==> config.mk <==
export PLATFORM = sky130hd
export DESIGN_NAME = spi_master_lsb_first_timed_unit_flat
export DESIGN_NICKNAME = d
export VERILOG_FILES = /design/src/spim_pkg.sv /design/src/spim_if.sv /design/src/spi_master_lsb_first_timed_unit.sv /design/src/flat_wrapper.sv
export SDC_FILE = /design/constraint.sdc
export NUM_CORES = 1
export LEC_CHECK = 0
export BUFFER_PORTS_ARGS = -buffer_cell sky130_fd_sc_hd__buf_2
export CORE_MARGIN = 2
export CORE_UTILIZATION = 53
export DETAILED_ROUTE_END_ITERATION = 10
export PLACE_DENSITY = 0.8
export SLEW_MARGIN = 10
export SYNTH_ARGS = -nofsm -noshare
export SYNTH_HDL_FRONTEND = slang
export SYNTH_SLANG_ARGS = --single-unit
==> constraint.sdc <==
create_clock -name clock -period 3.04 [get_ports clock]
set_input_delay 0.608 -clock clock [delete_from_list [all_inputs] [get_ports clock]]
set_output_delay 0.608 -clock clock [all_outputs]
set_load 0.005 [all_outputs]
==> src/spim_pkg.sv <==
`timescale 1ns / 1ps
// ----------------------------------------------------------------------------
// SPI master package
// Field widths and command codes shared by the SPI master files.
// ----------------------------------------------------------------------------
package spim_pkg;

   localparam int KIND_W   = 2;
   localparam int BYTE_W   = 8;
   localparam int HALF_W   = 9;
   localparam int WAIT_W   = 9;
   localparam int BIT_IDX_W = 3;

   typedef logic [KIND_W-1:0] kind_type;

   localparam kind_type KIND_TICK     = 2'd0;
   localparam kind_type KIND_SELECT   = 2'd1;
   localparam kind_type KIND_TRANSFER = 2'd2;
   localparam kind_type KIND_DESELECT = 2'd3;

   localparam logic [HALF_W-1:0] HALF_PERIOD_RESET = 9'd5;

endpackage

==> src/spim_if.sv <==
`timescale 1ns / 1ps
// ----------------------------------------------------------------------------
// SPI master channels
// Valid/ready channels for command beats and pin-state result beats.
// ----------------------------------------------------------------------------
interface spim_req_if;
   import spim_pkg::*;

   logic                valid;
   logic                ready;
   kind_type            kind;
   logic [BYTE_W-1:0]   tx_byte;
   logic                miso;

   modport source (output valid, kind, tx_byte, miso, input ready);
   modport sink   (input valid, kind, tx_byte, miso, output ready);
endinterface

interface spim_rsp_if;
   import spim_pkg::*;

   logic                valid;
   logic                ready;
   logic                cs_n;
   logic                sclk;
   logic                mosi;
   logic [BYTE_W-1:0]   rx_byte;
   logic                rx_valid;
   logic                busy_res;
   logic                rejected;

   modport source (output valid, cs_n, sclk, mosi, rx_byte, rx_valid, busy_res, rejected,
                   input ready);
   modport sink   (input valid, cs_n, sclk, mosi, rx_byte, rx_valid, busy_res, rejected,
                   output ready);
endinterface

==> src/spi_master_lsb_first_timed_unit.sv <==
`timescale 1ns / 1ps
// ----------------------------------------------------------------------------
// Pin-timed SPI master, clock idle high, LSB first
// Each request beat is a 1 us tick or a select/transfer/deselect command;
// each one yields one response beat with the line levels after it.
// ----------------------------------------------------------------------------
// Takes one request beat per clock and returns its response in the next cycle
// from a single output register; the request side stalls only while that
// register holds a beat the sink has not taken. The pin sequencer (phase,
// wait counter, bit index, shift registers) advances only on tick beats;
// commands arriving while a sequence runs are dropped and flagged rejected.
// half_period is read whenever a clock-phase wait is loaded, so a write between
// commands takes effect at the next such wait; a value of 0 behaves as 1.
module spi_master_lsb_first_timed_unit #(
   parameter int ATTN_DELAY       = 20,
   parameter int PRE_SELECT_DELAY = 2
) (
   input  logic                         clock,
   input  logic                         reset,
   spim_req_if.sink                     req_ch,
   spim_rsp_if.source                   rsp_ch,
   input  logic                         csr_we,
   input  logic [spim_pkg::HALF_W-1:0]  csr_wdata
);
   import spim_pkg::*;

   typedef enum logic [2:0] {
      PH_IDLE, PH_PRE, PH_ATTN, PH_DESEL, PH_SETUP, PH_LOW, PH_SETTLE, PH_HOLD
   } phase_type;

   localparam logic [WAIT_W-1:0] ATTN_WAIT = WAIT_W'(ATTN_DELAY);
   localparam logic [WAIT_W-1:0] PRE_WAIT  = WAIT_W'(PRE_SELECT_DELAY);

   phase_type              phase_ff, phase_in;
   logic [WAIT_W-1:0]      wait_ff, wait_in;
   logic [BIT_IDX_W-1:0]   bit_ff, bit_in;
   logic [BYTE_W-1:0]      send_ff, send_in;
   logic [BYTE_W-1:0]      recv_ff, recv_in;
   logic                   sel_ff, sel_in;
   logic                   clk_lvl_ff, clk_lvl_in;
   logic                   data_ff, data_in;
   logic [HALF_W-1:0]      half_ff;

   logic                   rsp_valid_ff;
   logic                   rx_valid_ff, rx_valid_in;
   logic [BYTE_W-1:0]      rx_byte_ff, rx_byte_in;
   logic                   rejected_ff, rejected_in;

   logic                   accept;
   logic [WAIT_W-1:0]      eff_half;
   logic [WAIT_W-1:0]      wait_dec;
   logic [BYTE_W-1:0]      recv_cur;
   logic                   finish;
   logic [BIT_IDX_W-1:0]   bit_next;

   assign req_ch.ready = !rsp_valid_ff || rsp_ch.ready;
   assign accept       = req_ch.valid && req_ch.ready;

   assign eff_half = (half_ff == '0) ? WAIT_W'(1) : WAIT_W'(half_ff);
   assign wait_dec = (wait_ff != '0) ? wait_ff - WAIT_W'(1) : '0;
   assign bit_next = bit_ff + BIT_IDX_W'(1);

   always_comb begin
      phase_in    = phase_ff;
      wait_in     = wait_ff;
      bit_in      = bit_ff;
      send_in     = send_ff;
      recv_in     = recv_ff;
      sel_in      = sel_ff;
      clk_lvl_in  = clk_lvl_ff;
      data_in     = data_ff;
      rx_valid_in = 1'b0;
      rx_byte_in  = '0;
      rejected_in = 1'b0;
      recv_cur    = recv_ff;
      finish      = 1'b0;

      if (req_ch.kind != KIND_TICK) begin
         if (phase_ff != PH_IDLE) begin
            rejected_in = 1'b1;
         end else begin
            case (req_ch.kind)
               KIND_SELECT: begin
                  data_in    = 1'b1;
                  clk_lvl_in = 1'b1;
                  phase_in   = PH_PRE;
                  wait_in    = PRE_WAIT;
               end
               KIND_TRANSFER: begin
                  send_in  = req_ch.tx_byte;
                  recv_in  = '0;
                  bit_in   = '0;
                  data_in  = req_ch.tx_byte[0];
                  phase_in = PH_SETUP;
                  wait_in  = eff_half;
               end
               KIND_DESELECT: begin
                  phase_in = PH_DESEL;
                  wait_in  = ATTN_WAIT;
               end
               default: begin
               end
            endcase
         end
      end else if (phase_ff != PH_IDLE) begin
         wait_in = wait_dec;
         if (wait_dec == '0) begin
            case (phase_ff)
               PH_PRE: begin
                  sel_in   = 1'b0;
                  phase_in = PH_ATTN;
                  wait_in  = ATTN_WAIT;
               end
               PH_ATTN: begin
                  phase_in = PH_IDLE;
               end
               PH_DESEL: begin
                  sel_in     = 1'b1;
                  clk_lvl_in = 1'b1;
                  data_in    = 1'b1;
                  phase_in   = PH_IDLE;
               end
               PH_SETUP: begin
                  clk_lvl_in = 1'b0;
                  phase_in   = PH_LOW;
                  wait_in    = eff_half;
               end
               PH_LOW: begin
                  clk_lvl_in = 1'b1;
                  phase_in   = PH_SETTLE;
                  wait_in    = WAIT_W'(1);
               end
               PH_SETTLE: begin
                  recv_cur[bit_ff] = recv_ff[bit_ff] | req_ch.miso;
                  recv_in  = recv_cur;
                  phase_in = PH_HOLD;
                  wait_in  = eff_half - WAIT_W'(1);
                  // half period of one: no hold time, go straight to next bit
                  finish   = (eff_half == WAIT_W'(1));
               end
               PH_HOLD: begin
                  finish = 1'b1;
               end
               default: begin
               end
            endcase

            if (finish) begin
               if (bit_ff == '1) begin
                  phase_in    = PH_IDLE;
                  wait_in     = '0;
                  rx_valid_in = 1'b1;
                  rx_byte_in  = recv_cur;
               end else begin
                  bit_in   = bit_next;
                  data_in  = send_ff[bit_next];
                  phase_in = PH_SETUP;
                  wait_in  = eff_half;
               end
            end
         end
      end
   end

   always_ff @(posedge clock) begin
      if (reset) begin
         phase_ff     <= PH_IDLE;
         wait_ff      <= '0;
         bit_ff       <= '0;
         send_ff      <= '0;
         recv_ff      <= '0;
         sel_ff       <= 1'b1;
         clk_lvl_ff   <= 1'b1;
         data_ff      <= 1'b1;
         half_ff      <= HALF_PERIOD_RESET;
         rsp_valid_ff <= 1'b0;
      end else begin
         if (csr_we) begin
            half_ff <= csr_wdata;
         end
         if (accept) begin
            phase_ff    <= phase_in;
            wait_ff     <= wait_in;
            bit_ff      <= bit_in;
            send_ff     <= send_in;
            recv_ff     <= recv_in;
            sel_ff      <= sel_in;
            clk_lvl_ff  <= clk_lvl_in;
            data_ff     <= data_in;
            rx_valid_ff <= rx_valid_in;
            rx_byte_ff  <= rx_byte_in;
            rejected_ff <= rejected_in;
         end
         if (accept) begin
            rsp_valid_ff <= 1'b1;
         end else if (rsp_ch.ready) begin
            rsp_valid_ff <= 1'b0;
         end
      end
   end

   // pin levels come straight from the sequencer state of the last beat
   assign rsp_ch.valid    = rsp_valid_ff;
   assign rsp_ch.cs_n     = sel_ff;
   assign rsp_ch.sclk     = clk_lvl_ff;
   assign rsp_ch.mosi     = data_ff;
   assign rsp_ch.rx_byte  = rx_byte_ff;
   assign rsp_ch.rx_valid = rx_valid_ff;
   assign rsp_ch.busy_res = (phase_ff != PH_IDLE);
   assign rsp_ch.rejected = rejected_ff;

endmodule

==> src/flat_wrapper.sv <==
// flat-port wrapper written by rule: the top's interface ports become plain ports
module spi_master_lsb_first_timed_unit_flat import spim_pkg::*;
#(
   parameter int ATTN_DELAY       = 20,
   parameter int PRE_SELECT_DELAY = 2
)
  (clock, reset, csr_we, csr_wdata, req_ch_valid, req_ch_kind, req_ch_tx_byte, req_ch_miso, req_ch_ready, rsp_ch_valid, rsp_ch_cs_n, rsp_ch_sclk, rsp_ch_mosi, rsp_ch_rx_byte, rsp_ch_rx_valid, rsp_ch_busy_res, rsp_ch_rejected, rsp_ch_ready);
  spim_req_if req_ch_i ();
  spim_rsp_if rsp_ch_i ();
  input  logic clock;
  input  logic reset;
  input  logic csr_we;
  input  logic [spim_pkg::HALF_W-1:0] csr_wdata;
  input wire logic [$bits(req_ch_i.valid)-1:0] req_ch_valid;
  input wire logic [$bits(req_ch_i.kind)-1:0] req_ch_kind;
  input wire logic [$bits(req_ch_i.tx_byte)-1:0] req_ch_tx_byte;
  input wire logic [$bits(req_ch_i.miso)-1:0] req_ch_miso;
  output wire logic [$bits(req_ch_i.ready)-1:0] req_ch_ready;
  output wire logic [$bits(rsp_ch_i.valid)-1:0] rsp_ch_valid;
  output wire logic [$bits(rsp_ch_i.cs_n)-1:0] rsp_ch_cs_n;
  output wire logic [$bits(rsp_ch_i.sclk)-1:0] rsp_ch_sclk;
  output wire logic [$bits(rsp_ch_i.mosi)-1:0] rsp_ch_mosi;
  output wire logic [$bits(rsp_ch_i.rx_byte)-1:0] rsp_ch_rx_byte;
  output wire logic [$bits(rsp_ch_i.rx_valid)-1:0] rsp_ch_rx_valid;
  output wire logic [$bits(rsp_ch_i.busy_res)-1:0] rsp_ch_busy_res;
  output wire logic [$bits(rsp_ch_i.rejected)-1:0] rsp_ch_rejected;
  input wire logic [$bits(rsp_ch_i.ready)-1:0] rsp_ch_ready;
  assign req_ch_i.valid = req_ch_valid;
  assign req_ch_i.kind = req_ch_kind;
  assign req_ch_i.tx_byte = req_ch_tx_byte;
  assign req_ch_i.miso = req_ch_miso;
  assign req_ch_ready = req_ch_i.ready;
  assign rsp_ch_valid = rsp_ch_i.valid;
  assign rsp_ch_cs_n = rsp_ch_i.cs_n;
  assign rsp_ch_sclk = rsp_ch_i.sclk;
  assign rsp_ch_mosi = rsp_ch_i.mosi;
  assign rsp_ch_rx_byte = rsp_ch_i.rx_byte;
  assign rsp_ch_rx_valid = rsp_ch_i.rx_valid;
  assign rsp_ch_busy_res = rsp_ch_i.busy_res;
  assign rsp_ch_rejected = rsp_ch_i.rejected;
  assign rsp_ch_i.ready = rsp_ch_ready;
  spi_master_lsb_first_timed_unit #(.ATTN_DELAY(ATTN_DELAY), .PRE_SELECT_DELAY(PRE_SELECT_DELAY)) u_core (.clock(clock), .reset(reset), .req_ch(req_ch_i), .rsp_ch(rsp_ch_i), .csr_we(csr_we), .csr_wdata(csr_wdata));
endmodule
Word-level counts from Yosys, hierarchy flattened
Index checks and enable logic that the tools add are counted.
{ "word_totals": {"regBits": 54, "input_bits": 25, "out_inout_bits": 16, "elab_cells": 134} }
{ "classes": {"addsub": 3, "magnitude_cmp": 3, "n_eq_ne": 14, "n_mux": 61, "bitwise": 7, "n_reduce_logical": 33} }
{ "op_table": {"columns": ["op", "n"], "rows": [
  ["two-way mux 9 bit", 8],
  ["two-way mux 8 bit", 6],
  ["two-way mux 3 bit", 13],
  ["one-hot mux 9 bit (4 select lines)", 1],
  ["one-hot mux 9 bit (3 select lines)", 1],
  ["two-way mux 1 bit", 22],
  ["logical NOT 9 bit", 2],
  ["subtractor 9 x 1 -> 9 bit, second input constant", 2],
  ["nonzero test 2 bit", 8],
  ["equality test 3 bit, second input constant", 5],
  ["one-hot mux 3 bit (5 select lines)", 1],
  ["AND reduction 5 bit", 3],
  ["AND reduction 6 bit", 2],
  ["equality test 9 x 1 -> 1 bit, second input constant", 1],
  ["one-hot mux 3 bit (3 select lines)", 1],
  ["nonzero test 3 bit", 3],
  ["nonzero test 9 bit", 1],
  ["bitwise mux 8 bit", 1],
  ["less-than comparator 3 x 4 -> 1 bit, second input constant", 2],
  ["one-hot mux 1 bit (2 select lines)", 4],
  ["AND reduction 4 bit", 2],
  ["AND reduction 7 bit", 1],
  ["nonzero test 7 bit", 1],
  ["binary-select mux 1 bit (select 3 bit)", 2],
  ["other kinds (19)", 28]
]} }

Depth between registers and ports, before layout
{ "logic_depth": {"ltp_word": 11, "mapped_depth": 11, "ltp_nobuf": 9} }

Worst setup path before layout
OpenSTA, ideal clock, no wires.
{ "synth_timing": {"path_type": "input to register", "startpoint": "input port req_ch_kind[1]", "endpoint": "register u_core.recv_ff[4]", "arrival_ns": 2.829, "required_ns": 2.969, "slack_ns": 0.140, "stages": 9, "n_path_buf": 2, "path_cell_list": "or2_2 -> clkbuf_1 -> clkbuf_1 -> ha_1 -> nand3_1 -> a21oi_1 -> o2111ai_2 -> or4_1 -> a21oi_1"} }
{ "synth_via": {"elab_chain_cells": 3, "word_cells_on_any_way": 8, "classes_between": "2 x eq/ne; 1 x mux; 5 x reduce/logical"} }
{ "synth_lines": {"columns": ["item", "line", "rtl"], "rows": [
  ["start: declaration", "flat_wrapper.sv:15", "input wire logic [$bits(req_ch_i.kind)-1:0] req_ch_kind;"],
  ["equality test 2 bit or nonzero test 2 bit (tied branches)", "spi_master_lsb_first_timed_unit.sv:82, spi_master_lsb_first_timed_unit.sv:78", null],
  ["nonzero test 2 bit (no line) or inequality test 2 bit (tied branches)", null, null],
  ["AND reduction 5 bit (no line)", null, null],
  ["end signal: assignment", "spi_master_lsb_first_timed_unit.sv:186", "recv_ff <= recv_in;"],
  ["end: declaration", "spi_master_lsb_first_timed_unit.sv:38", "logic [BYTE_W-1:0] recv_ff, recv_in;"]
]} }
Several ways; a longest one is shown, not always the timed one.
A chain may end at the register's enable or synchronous reset.

Final worst setup path
{ "layout_timing": {"startpoint": "register u_core.wait_ff[1]", "endpoint": "register u_core.recv_ff[7]"} }
{ "layout_via": {"elab_chain_cells": 5, "word_cells_on_any_way": 6, "classes_between": "1 x add/sub; 1 x mux; 4 x reduce/logical"} }
{ "layout_lines": {"columns": ["item", "line", "rtl"], "rows": [
  ["start: declaration", "spi_master_lsb_first_timed_unit.sv:35", "logic [WAIT_W-1:0] wait_ff, wait_in;"],
  ["start signal: assignment", "spi_master_lsb_first_timed_unit.sv:183", "wait_ff <= wait_in;"],
  ["subtractor 9 x 1 -> 9 bit or nonzero test 9 bit (tied branches)", "spi_master_lsb_first_timed_unit.sv:60", "assign wait_dec = (wait_ff != '0) ? wait_ff - WAIT_W'(1) : '0;"],
  ["two-way mux 9 bit (*)", "spi_master_lsb_first_timed_unit.sv:60", null],
  ["logical NOT 9 bit (*)", "spi_master_lsb_first_timed_unit.sv:107", "if (wait_dec == '0) begin"],
  ["nonzero test 2 bit (no line) (*)", null, null],
  ["AND reduction 5 bit (no line) (*)", null, null]
]} }
Every way passes the cells marked *; elsewhere a longest branch is shown, timed or not.

==> reports/qor.txt <==
Status - finished clean
Total negative slack - 0 ps
Initial antenna violation count - 0
Worst Path Required - 3280 ps
Critical path launch point type - flop
Async S/R FF share, synth - 0%
Critical Path End Type - flop
Final Skew - 9.681 ps
Tmin final - 2927 ps
Largest net degree at the start of global routing - 40
FMAX - 0.3417 GHz
I/O pin total - 41
PD cells - 488.2 mW/mm^2
CTS tree - done
First-pass GRT wire length - 16.53 mm
Warnings, synthesis - 0
Top cell type's share of synthesized area - 24.06%
Num CTS Buffers - 5
Vias in the first global route - 3339
CTS sink cnt - 54
CP endpoint - u_core.recv_ff[7]
Yosys top cell by area - dfxtp_1
Post-Route WL - 10.15 mm
WL/cell - 17.59 um
Final Hold Fails - 0
DIE WIDTH - 87.11 um
Register area - 0.001182 sq mm
Slew @ Worst Pin - 848.3 ps
Fill count - 589
DIE HEIGHT - 87.11 um
DR iter-0 viols - 533
Min-Delay Path Class - reg2reg
Final setup vio count - 0
Number of synthesized flops with an enable pin - 10
Number of remaining DRC errors - 0
Top cells by area, synth - dfxtp_1 (24%), edfxtp_1 (8.2%), mux2i_1 (7.7%)
WP data arrival - 3160 ps
Hpwl dp - 7.364 mm
Proportion of layout cells with a drive suffix above 1 - 18.91%
Initial Utilization - 54.19%
Htree depth - 2
Register area share after synthesis - 32.26%
Crit path from - u_core.wait_ff[1]
GR Overflow Total - 0
Max Transition Viols Final - 0
FP Rows - 30
Primary FF master, synth - dfxtp_1
Placer's final routability congestion estimate - 0.9339
Slew headroom - 42.65%
Post-Syn Nets - 488
CTS root buf - clkbuf_8
Clk slew on worst S/H paths - 100 ps
Total track usage - 27.05%
TritonRoute pass-1 iters - 7
Max Root-Sink Buffers - 2
Post-route ant nets - 0
Multi-input logic area - 0.002277 sq mm
Number of I/O port buffers - 40
Die Footprint - 0.007588 sq mm
DR vias - 3829
Pleak - 1.576 nW
Critical R2R Capture - u_core.recv_ff[7]
Final period util - 96.28%
Max FO, Critical Path - 7
Synthesized area - 0.003661 sq mm
Worst IR drop on VDD - 0.2724 mV
CP Class - reg2reg
Ant diodes - 0
Synth unique cells - 64
Core area - 0.006756 sq mm
R2R setup slack - 110 ps
FF-to-FF Start - u_core.wait_ff[1]
Count leader, synth - nor2_1
Reg2Reg Depth - 10
Vias per cell - 6.636
Syn Area/Cell - 8.046 sq um
Worst-skew pair later-pin latency - 310 ps
FF+latch count, synth - 54
Max-Cap Viols - 0
Synth cell count leaders - nor2_1 (45), dfxtp_1 (44), a21oi_1 (37)
Layout Nets - 529
Layout overhead on the synthesized area - 14.15%
Total power - 2.040 mW
Final Core Density - 61.85%
Post-Syn Instances - 455
## timing repair
action	CTS	global route
resized for setup	0	3
hold buffers	0	0
setup endpoints to repair	0	14
buffers inserted	0	3
endpoints found under the hold margin	0	0
## where the power goes
part	leakage, nW	switching, mW	total, mW	internal, mW
Clock	0.0562	0.251	0.498	0.246
Combinational	1.07	0.436	0.730	0.294
Sequential	0.447	0.0449	0.813	0.768
## layout make-up
type,count,area share (%)
repair buffers,73,10.72
inverters,16,1.437
clock inverters,3,1.018
multi-input cells,346,54.49
well taps,80,2.395
clock buffers,5,1.647
flip-flops and latches,54,28.29
## sequential cells by signal (all words and copies together), names as in the netlist
name	cells
u_core.half_ff	9
u_core.wait_ff	9
u_core.recv_ff	8
u_core.rsp_ch.rx_byte	8
u_core.send_ff	8
u_core.bit_ff	3
u_core.phase_ff	3
u_core.rsp_ch.cs_n	1
u_core.rsp_ch.mosi	1
u_core.rsp_ch.rejected	1
u_core.rsp_ch.rx_valid	1
u_core.rsp_ch.sclk	1
u_core.rsp_ch.valid	1
## worst min-delay path by stage
stage                             startpoint  cells past startpoint  slack (ps)                  to
after global routing            csr_wdata[2]                      3         500   u_core.half_ff[2]
after CTS                       csr_wdata[2]                      3         500   u_core.half_ff[2]
after global placement     u_core.send_ff[4]                      2         470   u_core.send_ff[4]
after floorplan            u_core.send_ff[0]                      2         460   u_core.send_ff[0]
after detailed placement   u_core.send_ff[5]                      2         490   u_core.send_ff[5]
final                     u_core.rsp_ch.cs_n                      2         500  u_core.rsp_ch.cs_n
## worst max-delay path, cell delays in order (launching register included)
cell	delay [ps]
dfxtp_2	370
inv_1	100
ha_4	300
or4b_1	420
or3_4	360
nor4b_4	300
buf_4	190
o2111ai_2	120
buf_4	200
or3_1	340
a21oi_1	140
## layer usage
metal | track usage, % | vias to the layer above | part of all wire (%)
li1 | - | 1811 | -
met1 | 40.88 | 1731 | 43
met2 | 38.79 | 248 | 42
met3 | 5.118 | 39 | 13
met4 | 8.392 | 0 | 2.3
met5 | 0 | - | 0
## metrics by stage
step / hold WS, ps / instance area, sq um / std cells / setup slack (ps)
detailed placement: 485.9 / 4031 / 566 / 100.4
CTS: 502.1 / 4143 / 574 / 61.93
floorplan: 457.8 / 3661 / 455 / 140.2
global placement: 470.7 / 4031 / 566 / 155.3
finish: 498.0 / 4179 / 577 / 113.1
global route: 496.6 / 4179 / 577 / -20.29
## placed cells by master, fill, tap and decap left out, types with 3 or more instances in the layout
master,synthesis,layout
nor2_1,45,45
dfxtp_1,44,43
buf_2,1,40
a21oi_1,37,37
buf_4,0,33
mux2i_1,28,28
o21ai_0,28,27
nand2_1,25,25
nor3_1,21,21
inv_1,15,15
nand3_1,14,14
o211ai_1,13,13
edfxtp_1,10,10
a31oi_1,9,9
nor4_1,8,8
or3_1,8,8
a211oi_1,8,8
ha_1,8,7
nand2b_1,5,5
or4_1,5,5
nor2b_1,5,5
a32o_1,5,5
clkbuf_8,0,5
nand4_1,4,4
a211o_1,4,4
o311ai_0,4,4
xor2_1,4,4
o22ai_1,4,4
o31ai_1,4,4
o21a_1,3,3
o41ai_1,3,3
and3_1,3,3
a311oi_1,3,3
a2111oi_0,3,3
## logic make-up after synthesis
| kind of cell | synth area share [%] |
|---|---|
| buf+inv | 5.878 |
| mux | 9.193 |
| flops | 32.26 |
| fa+ha+maj | 2.734 |
| simple gates | 22.52 |
| xor+xnor | 0.9568 |
| compound gates | 26.45 |
Note: power is estimated with default switching activity, not from simulation.
